<file path="config.mk">
export PLATFORM = sky130hd
export DESIGN_NAME = rpn_stack_evaluator_core
export DESIGN_NICKNAME = d
export VERILOG_FILES = /design/src/sv/rse_pkg.sv /design/src/sv/rse_ram.sv /design/src/sv/rse_div.sv /design/src/sv/rse_useq.sv /design/src/sv/rpn_stack_evaluator_core.sv
export SDC_FILE = /design/constraint.sdc
export NUM_CORES = 2
export LEC_CHECK = 0
export ABC_AREA = 1
export BUFFER_PORTS_ARGS = -buffer_cell sky130_fd_sc_hd__buf_2
export CORE_AREA = 5 5 288 431
export CTS_CLUSTER_SIZE = 8
export DETAILED_ROUTE_END_ITERATION = 8
export DIE_AREA = 0 0 293 436
export PLACE_DENSITY = 0.77
export SKIP_CTS_REPAIR_TIMING = 1
export SYNTH_ARGS = -nofsm -noshare
export SYNTH_HDL_FRONTEND = slang
export SYNTH_SLANG_ARGS = --single-unit
export TNS_END_PERCENT = 100
</file>
<file path="constraint.sdc">
create_clock -name clk_i -period 8.15 [get_ports clk_i]
set_input_delay 0 -clock clk_i [delete_from_list [all_inputs] [get_ports clk_i]]
set_output_delay 0 -clock clk_i [all_outputs]
set_load 0.05 [all_outputs]
</file>
<file path="src/sv/rse_pkg.sv">
// shared types, constants and microprogram for the rpn stack evaluator
`default_nettype none

package rse_pkg;

  localparam int unsigned DataW            = 32;
  localparam int unsigned CharW            = 8;
  localparam int unsigned StatusW          = 2;
  localparam int unsigned StepW            = 5;
  localparam int unsigned STACK_DEPTH_DEF  = 16;

  localparam logic [CharW-1:0] CH_0     = 8'h30;
  localparam logic [CharW-1:0] CH_9     = 8'h39;
  localparam logic [CharW-1:0] CH_PLUS  = 8'h2B;
  localparam logic [CharW-1:0] CH_MINUS = 8'h2D;
  localparam logic [CharW-1:0] CH_STAR  = 8'h2A;
  localparam logic [CharW-1:0] CH_SLASH = 8'h2F;
  localparam logic [CharW-1:0] CH_EQ    = 8'h3D;

  typedef logic [StepW-1:0] step_t;

  typedef enum logic [StatusW-1:0] {
    ST_OK    = 2'd0,
    ST_UNDER = 2'd1,
    ST_OVER  = 2'd2,
    ST_DIVZ  = 2'd3
  } status_e;

  // datapath actions
  typedef enum logic [3:0] {
    A_NOP,
    A_DIGIT,
    A_PUSH,
    A_RDB,
    A_RDA,
    A_LATA,
    A_ALU,
    A_DSTART,
    A_DRES,
    A_WRR,
    A_EMIT,
    A_FAIL_UNDER,
    A_FAIL_OVER,
    A_FAIL_DIVZ
  } act_e;

  // jump conditions
  typedef enum logic [3:0] {
    C_NEXT,
    C_JUMP,
    C_NOVALID,
    C_DIGIT,
    C_NOTNUM,
    C_FULL,
    C_NOTOP,
    C_LT2,
    C_NOTDIV,
    C_BZERO,
    C_DBUSY,
    C_NOTEQ,
    C_EMPTY
  } cond_e;

  typedef struct packed {
    act_e  act;
    cond_e cond;
    step_t target;
    logic  emit;
  } uword_t;

  typedef struct packed {
    logic in_valid;
    logic is_digit;
    logic in_num;
    logic full;
    logic is_op;
    logic lt2;
    logic is_div;
    logic b_zero;
    logic div_busy;
    logic is_eq;
    logic empty;
    logic out_stall;
  } flags_t;

  typedef struct packed {
    act_e act;
    logic in_ready;
  } ctrl_t;

  // program addresses
  localparam step_t S_FETCH = 5'd0;
  localparam step_t S_CLASS = 5'd1;
  localparam step_t S_NUMCK = 5'd2;
  localparam step_t S_FULCK = 5'd3;
  localparam step_t S_PUSH  = 5'd4;
  localparam step_t S_OPS   = 5'd5;
  localparam step_t S_RDB   = 5'd6;
  localparam step_t S_RDA   = 5'd7;
  localparam step_t S_LATA  = 5'd8;
  localparam step_t S_ZCK   = 5'd9;
  localparam step_t S_DST   = 5'd10;
  localparam step_t S_DWT   = 5'd11;
  localparam step_t S_DRES  = 5'd12;
  localparam step_t S_ALU   = 5'd13;
  localparam step_t S_WRR   = 5'd14;
  localparam step_t S_EQ    = 5'd15;
  localparam step_t S_EQRD  = 5'd16;
  localparam step_t S_EMIT  = 5'd17;
  localparam step_t S_UNDER = 5'd18;
  localparam step_t S_OVER  = 5'd19;
  localparam step_t S_DIVZ  = 5'd20;
  localparam step_t S_DIGIT = 5'd21;

  function automatic uword_t rse_ucode(step_t step);
    uword_t w;
    w = '{act: A_NOP, cond: C_JUMP, target: S_FETCH, emit: 1'b0};
    case (step)
      S_FETCH: w = '{act: A_NOP,         cond: C_NOVALID, target: S_FETCH, emit: 1'b0};
      S_CLASS: w = '{act: A_NOP,         cond: C_DIGIT,   target: S_DIGIT, emit: 1'b0};
      S_NUMCK: w = '{act: A_NOP,         cond: C_NOTNUM,  target: S_OPS,   emit: 1'b0};
      S_FULCK: w = '{act: A_NOP,         cond: C_FULL,    target: S_OVER,  emit: 1'b0};
      S_PUSH:  w = '{act: A_PUSH,        cond: C_NEXT,    target: S_FETCH, emit: 1'b0};
      S_OPS:   w = '{act: A_NOP,         cond: C_NOTOP,   target: S_EQ,    emit: 1'b0};
      S_RDB:   w = '{act: A_RDB,         cond: C_LT2,     target: S_UNDER, emit: 1'b0};
      S_RDA:   w = '{act: A_RDA,         cond: C_NEXT,    target: S_FETCH, emit: 1'b0};
      S_LATA:  w = '{act: A_LATA,        cond: C_NOTDIV,  target: S_ALU,   emit: 1'b0};
      S_ZCK:   w = '{act: A_NOP,         cond: C_BZERO,   target: S_DIVZ,  emit: 1'b0};
      S_DST:   w = '{act: A_DSTART,      cond: C_NEXT,    target: S_FETCH, emit: 1'b0};
      S_DWT:   w = '{act: A_NOP,         cond: C_DBUSY,   target: S_DWT,   emit: 1'b0};
      S_DRES:  w = '{act: A_DRES,        cond: C_JUMP,    target: S_WRR,   emit: 1'b0};
      S_ALU:   w = '{act: A_ALU,         cond: C_NEXT,    target: S_FETCH, emit: 1'b0};
      S_WRR:   w = '{act: A_WRR,         cond: C_JUMP,    target: S_FETCH, emit: 1'b0};
      S_EQ:    w = '{act: A_NOP,         cond: C_NOTEQ,   target: S_FETCH, emit: 1'b0};
      S_EQRD:  w = '{act: A_RDB,         cond: C_EMPTY,   target: S_UNDER, emit: 1'b0};
      S_EMIT:  w = '{act: A_EMIT,        cond: C_JUMP,    target: S_FETCH, emit: 1'b1};
      S_UNDER: w = '{act: A_FAIL_UNDER,  cond: C_JUMP,    target: S_FETCH, emit: 1'b1};
      S_OVER:  w = '{act: A_FAIL_OVER,   cond: C_JUMP,    target: S_FETCH, emit: 1'b1};
      S_DIVZ:  w = '{act: A_FAIL_DIVZ,   cond: C_JUMP,    target: S_FETCH, emit: 1'b1};
      S_DIGIT: w = '{act: A_DIGIT,       cond: C_JUMP,    target: S_FETCH, emit: 1'b0};
      default: w = '{act: A_NOP,         cond: C_JUMP,    target: S_FETCH, emit: 1'b0};
    endcase
    return w;
  endfunction

endpackage

`default_nettype wire

</file>
<file path="src/sv/rse_ram.sv">
// generic single-write, single-read ram with registered read data
`default_nettype none

module rse_ram #(
  parameter int unsigned WIDTH = 32,
  parameter int unsigned DEPTH = 16
) (
  input  wire logic                     clk_i,
  input  wire logic                     we_i,
  input  wire logic [$clog2(DEPTH)-1:0] waddr_i,
  input  wire logic [WIDTH-1:0]         wdata_i,
  input  wire logic                     re_i,
  input  wire logic [$clog2(DEPTH)-1:0] raddr_i,
  output logic      [WIDTH-1:0]         rdata_o
);

  logic [WIDTH-1:0] mem_q [DEPTH];
  logic [WIDTH-1:0] rdata_q;

  always_ff @(posedge clk_i) begin
    if (we_i) begin
      mem_q[waddr_i] <= wdata_i;
    end
    if (re_i) begin
      rdata_q <= mem_q[raddr_i];
    end
  end

  assign rdata_o = rdata_q;

endmodule

`default_nettype wire

</file>
<file path="src/sv/rse_div.sv">
// iterative signed divider, truncating toward zero, one quotient bit per cycle
`default_nettype none

module rse_div (
  input  wire logic                      clk_i,
  input  wire logic                      rst_ni,
  input  wire logic                      start_i,
  input  wire logic [rse_pkg::DataW-1:0] dividend_i,
  input  wire logic [rse_pkg::DataW-1:0] divisor_i,
  output logic                           busy_o,
  output logic      [rse_pkg::DataW-1:0] quotient_o
);

  import rse_pkg::*;

  localparam int unsigned CntW = $clog2(DataW);

  logic            busy_q, busy_d;
  logic [CntW-1:0] cnt_q, cnt_d;
  logic [DataW-1:0] rem_q, rem_d;
  logic [DataW-1:0] quo_q, quo_d;
  logic [DataW-1:0] den_q, den_d;
  logic            neg_q, neg_d;
  logic [DataW:0]  shifted;
  logic [DataW:0]  trial;

  always_comb begin
    busy_d  = busy_q;
    cnt_d   = cnt_q;
    rem_d   = rem_q;
    quo_d   = quo_q;
    den_d   = den_q;
    neg_d   = neg_q;
    shifted = {rem_q, quo_q[DataW-1]};
    trial   = shifted - {1'b0, den_q};
    if (start_i) begin
      busy_d = 1'b1;
      cnt_d  = '0;
      rem_d  = '0;
      quo_d  = dividend_i[DataW-1] ? (DataW'(0) - dividend_i) : dividend_i;
      den_d  = divisor_i[DataW-1] ? (DataW'(0) - divisor_i) : divisor_i;
      neg_d  = dividend_i[DataW-1] ^ divisor_i[DataW-1];
    end else if (busy_q) begin
      // restoring step on magnitudes
      if (!trial[DataW]) begin
        rem_d = trial[DataW-1:0];
        quo_d = {quo_q[DataW-2:0], 1'b1};
      end else begin
        rem_d = shifted[DataW-1:0];
        quo_d = {quo_q[DataW-2:0], 1'b0};
      end
      cnt_d = cnt_q + CntW'(1);
      if (cnt_q == CntW'(DataW - 1)) begin
        busy_d = 1'b0;
      end
    end
  end

  always_ff @(posedge clk_i or negedge rst_ni) begin
    if (!rst_ni) begin
      busy_q <= 1'b0;
      cnt_q  <= '0;
    end else begin
      busy_q <= busy_d;
      cnt_q  <= cnt_d;
    end
  end

  always_ff @(posedge clk_i) begin
    rem_q <= rem_d;
    quo_q <= quo_d;
    den_q <= den_d;
    neg_q <= neg_d;
  end

  assign busy_o     = busy_q;
  assign quotient_o = neg_q ? (DataW'(0) - quo_q) : quo_q;

endmodule

`default_nettype wire

</file>
<file path="src/sv/rse_useq.sv">
// microprogram sequencer: step counter, control rom and jump logic
`default_nettype none

module rse_useq (
  input  wire logic            clk_i,
  input  wire logic            rst_ni,
  input  wire rse_pkg::flags_t flags_i,
  output rse_pkg::ctrl_t       ctrl_o
);

  import rse_pkg::*;

  step_t  step_q, step_d;
  uword_t word;
  logic   stall;
  logic   take;

  assign word  = rse_ucode(step_q);
  // a result step waits while the output register is still full
  assign stall = word.emit & flags_i.out_stall;

  always_comb begin
    case (word.cond)
      C_NEXT:    take = 1'b0;
      C_JUMP:    take = 1'b1;
      C_NOVALID: take = !flags_i.in_valid;
      C_DIGIT:   take = flags_i.is_digit;
      C_NOTNUM:  take = !flags_i.in_num;
      C_FULL:    take = flags_i.full;
      C_NOTOP:   take = !flags_i.is_op;
      C_LT2:     take = flags_i.lt2;
      C_NOTDIV:  take = !flags_i.is_div;
      C_BZERO:   take = flags_i.b_zero;
      C_DBUSY:   take = flags_i.div_busy;
      C_NOTEQ:   take = !flags_i.is_eq;
      C_EMPTY:   take = flags_i.empty;
      default:   take = 1'b1;
    endcase
  end

  always_comb begin
    if (stall) begin
      step_d = step_q;
    end else if (take) begin
      step_d = word.target;
    end else begin
      step_d = step_q + StepW'(1);
    end
  end

  always_comb begin
    ctrl_o.act      = stall ? A_NOP : word.act;
    ctrl_o.in_ready = (step_q == S_FETCH);
  end

  always_ff @(posedge clk_i or negedge rst_ni) begin
    if (!rst_ni) begin
      step_q <= S_FETCH;
    end else begin
      step_q <= step_d;
    end
  end

endmodule

`default_nettype wire

</file>
<file path="src/sv/rpn_stack_evaluator_core.sv">
// top level of the rpn stack evaluator: datapath, operand stack and sequencer
// Reverse Polish evaluator over signed 32-bit integers, fed one ASCII character
// per input transaction. Digits build a decimal number (wrapping at 32 bits);
// any other character first pushes a number in progress. + - * / pop two values
// and push the result, division truncating toward zero; '=' returns the top of
// stack with status ok and empties the stack. Underflow, overflow and divide by
// zero return value zero with the matching status and clear the stack; other
// characters produce nothing. A result transaction appears only for '=' or an
// error. Items are processed one at a time by a microcoded sequencer stepping
// through a small control rom; a division waits on the one-bit-per-cycle
// divider. The operand stack sits in a single-port-read ram, so the two
// operands are read on successive cycles.
// A finished result waits in the output register while the next character is
// taken; only a further result step stalls on a full output register.
`default_nettype none

module rpn_stack_evaluator_core #(
  parameter int unsigned STACK_DEPTH = rse_pkg::STACK_DEPTH_DEF
) (
  input  wire logic                        clk_i,
  input  wire logic                        rst_ni,
  // character input channel
  input  wire logic                        in_valid_i,
  output logic                             in_ready_o,
  input  wire logic [rse_pkg::CharW-1:0]   character_i,
  // result channel
  output logic                             out_valid_o,
  input  wire logic                        out_ready_i,
  output logic signed [rse_pkg::DataW-1:0] value_o,
  output logic      [rse_pkg::StatusW-1:0] status_o
);

  import rse_pkg::*;

  localparam int unsigned CntW  = $clog2(STACK_DEPTH + 1);
  localparam int unsigned AddrW = $clog2(STACK_DEPTH);

  flags_t flags;
  ctrl_t  ctrl;

  // item and operand registers
  logic [CharW-1:0] char_q;
  logic [DataW-1:0] acc_q, acc_d;
  logic             in_num_q, in_num_d;
  logic [CntW-1:0]  cnt_q, cnt_d;
  logic [DataW-1:0] a_q, b_q, r_q;
  logic [DataW-1:0] alu_res;

  // output register
  logic             out_valid_q, out_valid_d;
  logic [DataW-1:0] value_q, value_d;
  status_e          status_q, status_d;

  // stack memory ports
  logic             ram_we, ram_re;
  logic [AddrW-1:0] ram_waddr, ram_raddr;
  logic [DataW-1:0] ram_wdata, ram_rdata;
  logic [CntW-1:0]  cnt_m1, cnt_m2;

  logic             div_start, div_busy;
  logic [DataW-1:0] div_quo;
  logic [DataW-1:0] digit_val;

  logic in_accept;
  logic out_accept;

  assign in_accept  = in_valid_i & ctrl.in_ready;
  assign out_accept = out_valid_q & out_ready_i;

  assign cnt_m1 = cnt_q - CntW'(1);
  assign cnt_m2 = cnt_q - CntW'(2);

  // character classes and stack status for the jump conditions
  always_comb begin
    flags.in_valid  = in_valid_i;
    flags.is_digit  = char_q inside {[CH_0:CH_9]};
    flags.in_num    = in_num_q;
    flags.full      = (cnt_q == CntW'(STACK_DEPTH));
    flags.is_op     = char_q inside {CH_PLUS, CH_MINUS, CH_STAR, CH_SLASH};
    flags.lt2       = (cnt_q < CntW'(2));
    flags.is_div    = (char_q == CH_SLASH);
    flags.b_zero    = (b_q == '0);
    flags.div_busy  = div_busy;
    flags.is_eq     = (char_q == CH_EQ);
    flags.empty     = (cnt_q == '0);
    flags.out_stall = out_valid_q & !out_ready_i;
  end

  rse_useq u_useq (
    .clk_i   (clk_i),
    .rst_ni  (rst_ni),
    .flags_i (flags),
    .ctrl_o  (ctrl)
  );

  rse_ram #(
    .WIDTH (DataW),
    .DEPTH (STACK_DEPTH)
  ) u_stack (
    .clk_i   (clk_i),
    .we_i    (ram_we),
    .waddr_i (ram_waddr),
    .wdata_i (ram_wdata),
    .re_i    (ram_re),
    .raddr_i (ram_raddr),
    .rdata_o (ram_rdata)
  );

  assign div_start = (ctrl.act == A_DSTART);

  rse_div u_div (
    .clk_i      (clk_i),
    .rst_ni     (rst_ni),
    .start_i    (div_start),
    .dividend_i (a_q),
    .divisor_i  (b_q),
    .busy_o     (div_busy),
    .quotient_o (div_quo)
  );

  // stack port control: push writes at count, a result replaces the second entry
  always_comb begin
    ram_we    = 1'b0;
    ram_waddr = cnt_q[AddrW-1:0];
    ram_wdata = acc_q;
    ram_re    = 1'b0;
    ram_raddr = cnt_m1[AddrW-1:0];
    case (ctrl.act)
      A_PUSH: begin
        ram_we = 1'b1;
      end
      A_WRR: begin
        ram_we    = 1'b1;
        ram_waddr = cnt_m2[AddrW-1:0];
        ram_wdata = r_q;
      end
      A_RDB: begin
        ram_re = 1'b1;
      end
      A_RDA: begin
        ram_re    = 1'b1;
        ram_raddr = cnt_m2[AddrW-1:0];
      end
      default: begin
        ram_we = 1'b0;
      end
    endcase
  end

  assign digit_val = DataW'(char_q - CH_0);

  // add, subtract or low half of the product
  always_comb begin
    case (char_q)
      CH_PLUS:  alu_res = a_q + b_q;
      CH_MINUS: alu_res = a_q - b_q;
      default:  alu_res = a_q * b_q;
    endcase
  end

  // datapath next-state
  always_comb begin
    acc_d       = acc_q;
    in_num_d    = in_num_q;
    cnt_d       = cnt_q;
    out_valid_d = out_valid_q & !out_accept;
    value_d     = value_q;
    status_d    = status_q;
    case (ctrl.act)
      A_DIGIT: begin
        // times ten as two shifts and an add
        acc_d    = in_num_q ? ((acc_q << 3) + (acc_q << 1) + digit_val) : digit_val;
        in_num_d = 1'b1;
      end
      A_PUSH: begin
        cnt_d    = cnt_q + CntW'(1);
        in_num_d = 1'b0;
      end
      A_WRR: begin
        cnt_d = cnt_m1;
      end
      A_EMIT: begin
        out_valid_d = 1'b1;
        value_d     = ram_rdata;
        status_d    = ST_OK;
        cnt_d       = '0;
      end
      A_FAIL_UNDER: begin
        out_valid_d = 1'b1;
        value_d     = '0;
        status_d    = ST_UNDER;
        cnt_d       = '0;
      end
      A_FAIL_OVER: begin
        out_valid_d = 1'b1;
        value_d     = '0;
        status_d    = ST_OVER;
        cnt_d       = '0;
        in_num_d    = 1'b0;
      end
      A_FAIL_DIVZ: begin
        out_valid_d = 1'b1;
        value_d     = '0;
        status_d    = ST_DIVZ;
        cnt_d       = '0;
      end
      default: begin
        cnt_d = cnt_q;
      end
    endcase
  end

  always_ff @(posedge clk_i or negedge rst_ni) begin
    if (!rst_ni) begin
      acc_q       <= '0;
      in_num_q    <= 1'b0;
      cnt_q       <= '0;
      out_valid_q <= 1'b0;
    end else begin
      acc_q       <= acc_d;
      in_num_q    <= in_num_d;
      cnt_q       <= cnt_d;
      out_valid_q <= out_valid_d;
    end
  end

  // payload registers
  always_ff @(posedge clk_i) begin
    if (in_accept) begin
      char_q <= character_i;
    end
    if (ctrl.act == A_RDA) begin
      b_q <= ram_rdata;
    end
    if (ctrl.act == A_LATA) begin
      a_q <= ram_rdata;
    end
    if (ctrl.act == A_ALU) begin
      r_q <= alu_res;
    end else if (ctrl.act == A_DRES) begin
      r_q <= div_quo;
    end
    value_q  <= value_d;
    status_q <= status_d;
  end

  assign in_ready_o  = ctrl.in_ready;
  assign out_valid_o = out_valid_q;
  assign value_o     = signed'(value_q);
  assign status_o    = status_q;

endmodule

`default_nettype wire
</file>
# Word-level counts from Yosys, hierarchy flattened
# Memory sizes are Yosys's and may differ from the RTL's. A register that Yosys moved wholly into a read port is not among the register bits.
# Index checks and enable logic that the tools add are counted.
[classes]
n_bitwise = 6
magnitude_cmp = 3
mux = 31
n_mul = 1
reduce_logical = 24
n_addsub = 14
shift = 0
n_div = 0
n_eq_ne = 31
[ops]
columns = ["cell", "n"]
rows = [
  ["$mux W32", 9],
  ["$pmux W32 S2", 2],
  ["$add A32 B32 Y32", 3],
  ["$sub A1 B32 Y32 const A", 3],
  ["$eq A4 B4 Y1 const B", 11],
  ["$eq A8 B6 Y1 const B", 5],
  ["$sub A33 B32 Y33", 1],
  ["$eq A4 B3 Y1 const B", 8],
  ["$logic_not A32 Y1", 1],
  ["$mul A32 B32 Y32", 1],
  ["$sub A32 B32 Y32", 1],
  ["$mux W31", 1],
  ["$eq A4 B2 Y1 const B", 4],
  ["$add A5 B1 Y5 const B", 3],
  ["$mux W5", 3],
  ["$pmux W5 S3", 1],
  ["$mux W4", 3],
  ["$pmux W1 S12", 1],
  ["$eq A5 B5 Y1 const B", 2],
  ["$logic_not A5 Y1", 2],
  ["$mux W1", 9],
  ["$sub A8 B6 Y9 const B", 1],
  ["$ge A8 B6 Y1 const B", 1],
  ["$le A8 B6 Y1 const B", 1],
  ["17 further kinds", 33],
]
[totals]
regBits = 285
wordCells = 130
latchBits = 0
output_inout_bits = 36
mem_bits_ro = 448
ramBits = 512
n_memories = 2
[mem_list]
columns = ["name", "words", "width", "rd", "rd_clocked_by_memory_dff", "write_ports", "line", "rtl"]
rows = [
  ["u_stack.mem_q", 16, 32, 1, 1, 1, "rse_ram.sv:17", "logic [WIDTH-1:0] mem_q [DEPTH];"],
  ["(name not given)", 32, 14, 1, 0, 0, "rse_pkg.sv:118", "case (step)"],
]

# Depth between registers and ports, before layout
[depth]
ltp_word = 9
depth_mapped = 33
depth_no_buf = 31

# Cells and area by module
# Synthesis repeated with hierarchy kept, for this count alone.
[unflattened]
hier_cells = 7539
hier_area_um2 = 62521.2
[modules_own_cells]
columns = ["module", "cells_each", "area_each_um2", "instances"]
rows = [
  ["rpn_stack_evaluator_core", 3792, 29205.5, 1],
  ["rse_ram", 2122, 23054.6, 1],
  ["rse_div", 1479, 9255.1, 1],
  ["rse_useq", 146, 1006.0, 1],
]

# Worst setup path before layout
# OpenSTA, ideal clock, no wires.
[synth_path]
path_kind = "flip-flop to flip-flop"
startpoint = "register a_q[12]"
endpoint = "register r_q[30], data pin"
t_arrival_ps = 6620
stages_incl_launch_ff = 28
setup_ps = 252
t_required_ps = 7898
path_slack_ps = 1278
synth_period_minus_slack_ps = 6872
path_buffers = 2
path_cell_list = "edfxtp_1 > clkbuf_1 > clkbuf_1 > nand2_1 > fa_1 > inv_1 > fa_1 > inv_1 > fa_1 > inv_1 > fa_1 > inv_1 > fa_1 > fa_1 > inv_1 > fa_1 > fa_1 > ha_1 > inv_1 > nor3_1 > nand4_1 > or2_2 > nand2_1 > a21oi_1 > o21ai_0 > nand2_1 > nand2_1 > nand2_1"
[synth_via]
elab_chain_cells = 3
word_cells_on_any_way = 5
classes_between = "add/sub (2); mul (1); mux (2)"
[synth_rtl]
columns = ["element", "line", "rtl"]
rows = [
  ["from (decl)", "rpn_stack_evaluator_core.sv:46", "logic [DataW-1:0] a_q, b_q, r_q;"],
  ["from (signal assigned)", "rpn_stack_evaluator_core.sv:236", "a_q <= ram_rdata;"],
  ["$mul A32 B32 Y32 (tied with other cells)", "rpn_stack_evaluator_core.sv:157", "default: alu_res = a_q * b_q;"],
  ["$pmux W32 S2 (*)", "rpn_stack_evaluator_core.sv:154", "case (char_q)"],
  ["$mux W32 (*)", "rpn_stack_evaluator_core.sv:238", "if (ctrl.act == A_ALU) begin"],
  ["to (signal assigned)", "rpn_stack_evaluator_core.sv:239", "r_q <= alu_res;"],
  ["to (signal assigned)", "rpn_stack_evaluator_core.sv:241", "r_q <= div_quo;"],
  ["to (decl)", "rpn_stack_evaluator_core.sv:46", ""],
]
# Every way passes the cells marked *; elsewhere a longest branch is shown, timed or not.
# A chain may end at the register's enable or synchronous reset.

# Worst setup path in the final report
[layout_path]
startpoint = "register a_q[18]"
endpoint = "register r_q[26], data pin"
# Same word-level chain as after synthesis.

==> flow_summary.json <==
{
  "synth_most_common_cell": "nand2_1",
  "drt_first_pass_iters": 6,
  "start_kind": "register",
  "num-fill-cells": 10400,
  "reg2reg_from": "a_q[18]",
  "overflow": 0,
  "num_rows": 156,
  "synthTopCellsByCount": "nand2_1 (1,593), inv_1 (1,261), edfxtp_1 (747), fa_1 (439), nand3_1 (350)",
  "grt_use_met2_pct": 49.6,
  "clock-root-buffer": "clkbuf_16",
  "hold_path.class": "in -> async",
  "synth_top_family_by_area": "adder cells",
  "synth-edff-count": 747,
  "r2r_cells": 22,
  "required_ns": 8.62,
  "post_route_cells_drive_above_1_share_pct": 6.85,
  "setup.worst_path.class": "reg -> reg",
  "syn_to_final_growth_pct": 9.67,
  "rsz0062_at_grt": "false",
  "use_met3_pct": 4.29,
  "gr-max-usage-layer": "met2",
  "cts_made_buffers": 116,
  "detail_route.wl_per_cell_um": 22.4,
  "clock_latency_ns": 0.75,
  "cts_sinks": 829,
  "clk_path_buf_depth": 3,
  "ys_seq_elements": 829,
  "hpwl_mm": 133,
  "clock.fmax_ghz": 0.124,
  "hold_viol": 50,
  "track_usage_pct": 28.6,
  "fin_tns_setup_ns": 0,
  "synthesis.nets": 7357,
  "drt_iter0_drc": 4534,
  "r2r-end": "r_q[26]",
  "top_level_ports": 48,
  "ant_nets": 0,
  "skew_ns": 0.0539,
  "cts_tree": "done",
  "num-nets-final": 7389,
  "start_util_pct": 49.7,
  "crit_arrival_ns": 8.55,
  "yosys.area_share.simple_pct": 17.4,
  "routed_wl_mm": 186,
  "ys.warnings.count": 0,
  "grt_max_degree": 222,
  "grt_pass1_wl_mm": 279,
  "yosysTopAreaCellShare_pct": 37.6,
  "drc": 0,
  "synthCells": 6667,
  "fin_crit_sh_pct": 99.2,
  "synth.avg_cell_area_um2": 8.95,
  "violations": "hold timing",
  "yosys.area.top_type": "edfxtp_1",
  "synth_xor_area_share_pct": 1.94,
  "synth_flop_cell": "edfxtp_1",
  "slew_headroom_pct": 8.76,
  "endpoint_kind": "register",
  "syn_area_mm2": 0.0596,
  "setup_viol": 0,
  "async_reset_ff_share_pct": 6.03,
  "drv_slew": 0,
  "die_x_um": 293,
  "ys_types": 66,
  "die_h_um": 436,
  "dr_total_vias": 47400,
  "r2r_slack_ns": 0.07,
  "synth_compound_area_share_pct": 9.81,
  "grt_pass1_vias": 48000,
  "cts-htree-levels": 3,
  "status": "complete, but fails checks",
  "maxCapViolCount": 0,
  "met1_usage_pct": 31.1,
  "gp_congestion": 1.05,
  "fin_crit_ns": 8.08,
  "synth_mux_area_share_pct": 0,
  "ys_seq_area_share_pct": 40.8,
  "place.port_buffers": 47,
  "worst_pin_slew_ns": 1.37,
  "crit_fanout": 19,
  "antenna_found_initial": 6,
  "die_area_mm2": 0.128,
  "core_region_area_mm2": 0.120,
  "clk_pin_slew_ns": 0.06,
  "via_per_inst": 5.69,
  "synthTopCellsByArea": "edfxtp_1 (38%), fa_1 (15%), nand2_1 (10%), inv_1 (7.9%), ha_1 (5.0%)",
  "holdWs_ns": -0.0576,
  "synth_fa_ha_area_share_pct": 19.8
}
state kept, by name, summed over array words and instances, names as in the netlist, 2 cells and up:
name             count
u_div.rem_q         32
acc_q               32
value_o             32
status_o             2
a_q                 32
r_q                 32
u_div.den_q         32
char_q               8
b_q                 32
u_div.cnt_q          5
u_stack.rdata_o     32
u_useq.step_q        5
u_div.quo_q         32
cnt_q                5
u_stack.mem_q      512
metrics by stage:
stage	worst slack [ns]	hold WS (ns)	utilization [%]	instance area (um^2)	cells
floorplan	1.28	-0.296	-	59600	6667
global placement	0.0589	0.176	51.5	61900	8137
detailed placement	0.0975	0.178	51.5	61900	8137
CTS	0.00968	-0.617	54.3	65100	8303
global route	0.0360	0.00467	54.5	65400	8329
finish	0.0668	-0.0576	54.5	65400	8331
cells by family (layout without fill, tap and decap cells):
group,after synthesis,in the layout
AOI/OAI and AO/OA,955,955
and+or+nand+nor,2489,2489
xor gates and xnor gates,132,132
other,0,4
adders and majority gates,678,678
buffers and inverters,1584,1664
DFF,829,829
placed cells by master (no fill, tap or decap), types with 7 or more instances in the layout:
cell / instances
dlygate4sd3_1: 18
fa_1: 439
or2_1: 10
o21bai_1: 17
o21ai_1: 16
nor3_1: 52
xor2_1: 83
ha_1: 239
a21o_1: 18
inv_2: 7
clkbuf_16: 116
nand2_1: 1592
nand3_1: 350
nand3b_1: 14
or2_2: 63
a21oi_1: 216
nor4_1: 12
nand2_2: 7
dfrtp_1: 50
nor2_1: 297
o21a_1: 13
dfxtp_1: 32
buf_4: 155
nand4_1: 43
or2_0: 11
o21ai_0: 290
clkbuf_1: 35
a31oi_1: 23
nor2_4: 21
inv_1: 1260
a22oi_1: 20
o211ai_1: 293
edfxtp_1: 747
xnor2_1: 49
buf_2: 47
critical path, stage by stage (launching register included):
cell	delay [ns]
edfxtp_1	1.02
nand2_1	0.10
inv_1	0.13
fa_1	0.41
inv_1	0.08
fa_1	0.42
fa_1	0.54
fa_1	0.56
inv_1	0.05
fa_1	0.49
fa_1	0.58
fa_1	0.46
fa_1	0.50
ha_1	0.47
nand2_1	0.18
nor4_1	0.71
nand4_1	0.31
nand3_1	0.19
a21oi_1	0.07
o21ai_0	0.17
o21ai_0	0.19
nand2_1	0.09
o21ai_0	0.09
area by class of cell:
| class | instances | area [um^2] | share of cell area, % |
|---|---|---|---|
| Antenna cell | 4 | 10.0 | 0.0153 |
| Clock buffer | 155 | 3090 | 4.72 |
| Clock inverter | 11 | 191 | 0.293 |
| Inverter | 1273 | 4790 | 7.32 |
| Multi-Input combinational cell | 4254 | 29400 | 44.9 |
| Sequential cell | 829 | 24300 | 37.2 |
| Tap cell | 1580 | 1980 | 3.02 |
| Timing Repair Buffer | 225 | 1660 | 2.53 |
metal layers:
layer	wire [um]	vias up	share of wire [%]
li1	-	21600	-
met1	62300	22800	33
met2	92500	2276	50
met3	13600	757	7.3
met4	18000	0	9.6
met5	0	-	0
how the worst max path moves through the flow:
stage | slack, ns | to | cells past startpoint | start
floorplan | 1.28 | r_q[30] | 27 | a_q[12]
global placement | 0.06 | r_q[26] | 22 | b_q[16]
detailed placement | 0.1 | r_q[23] | 22 | a_q[15]
CTS | 0.01 | r_q[23] | 22 | a_q[15]
global route | 0.04 | r_q[26] | 22 | a_q[14]
finish | 0.07 | r_q[26] | 22 | a_q[18]
Power is not shown: default switching activity piles up to over one toggle a cycle in this logic, so the estimate is an artifact.
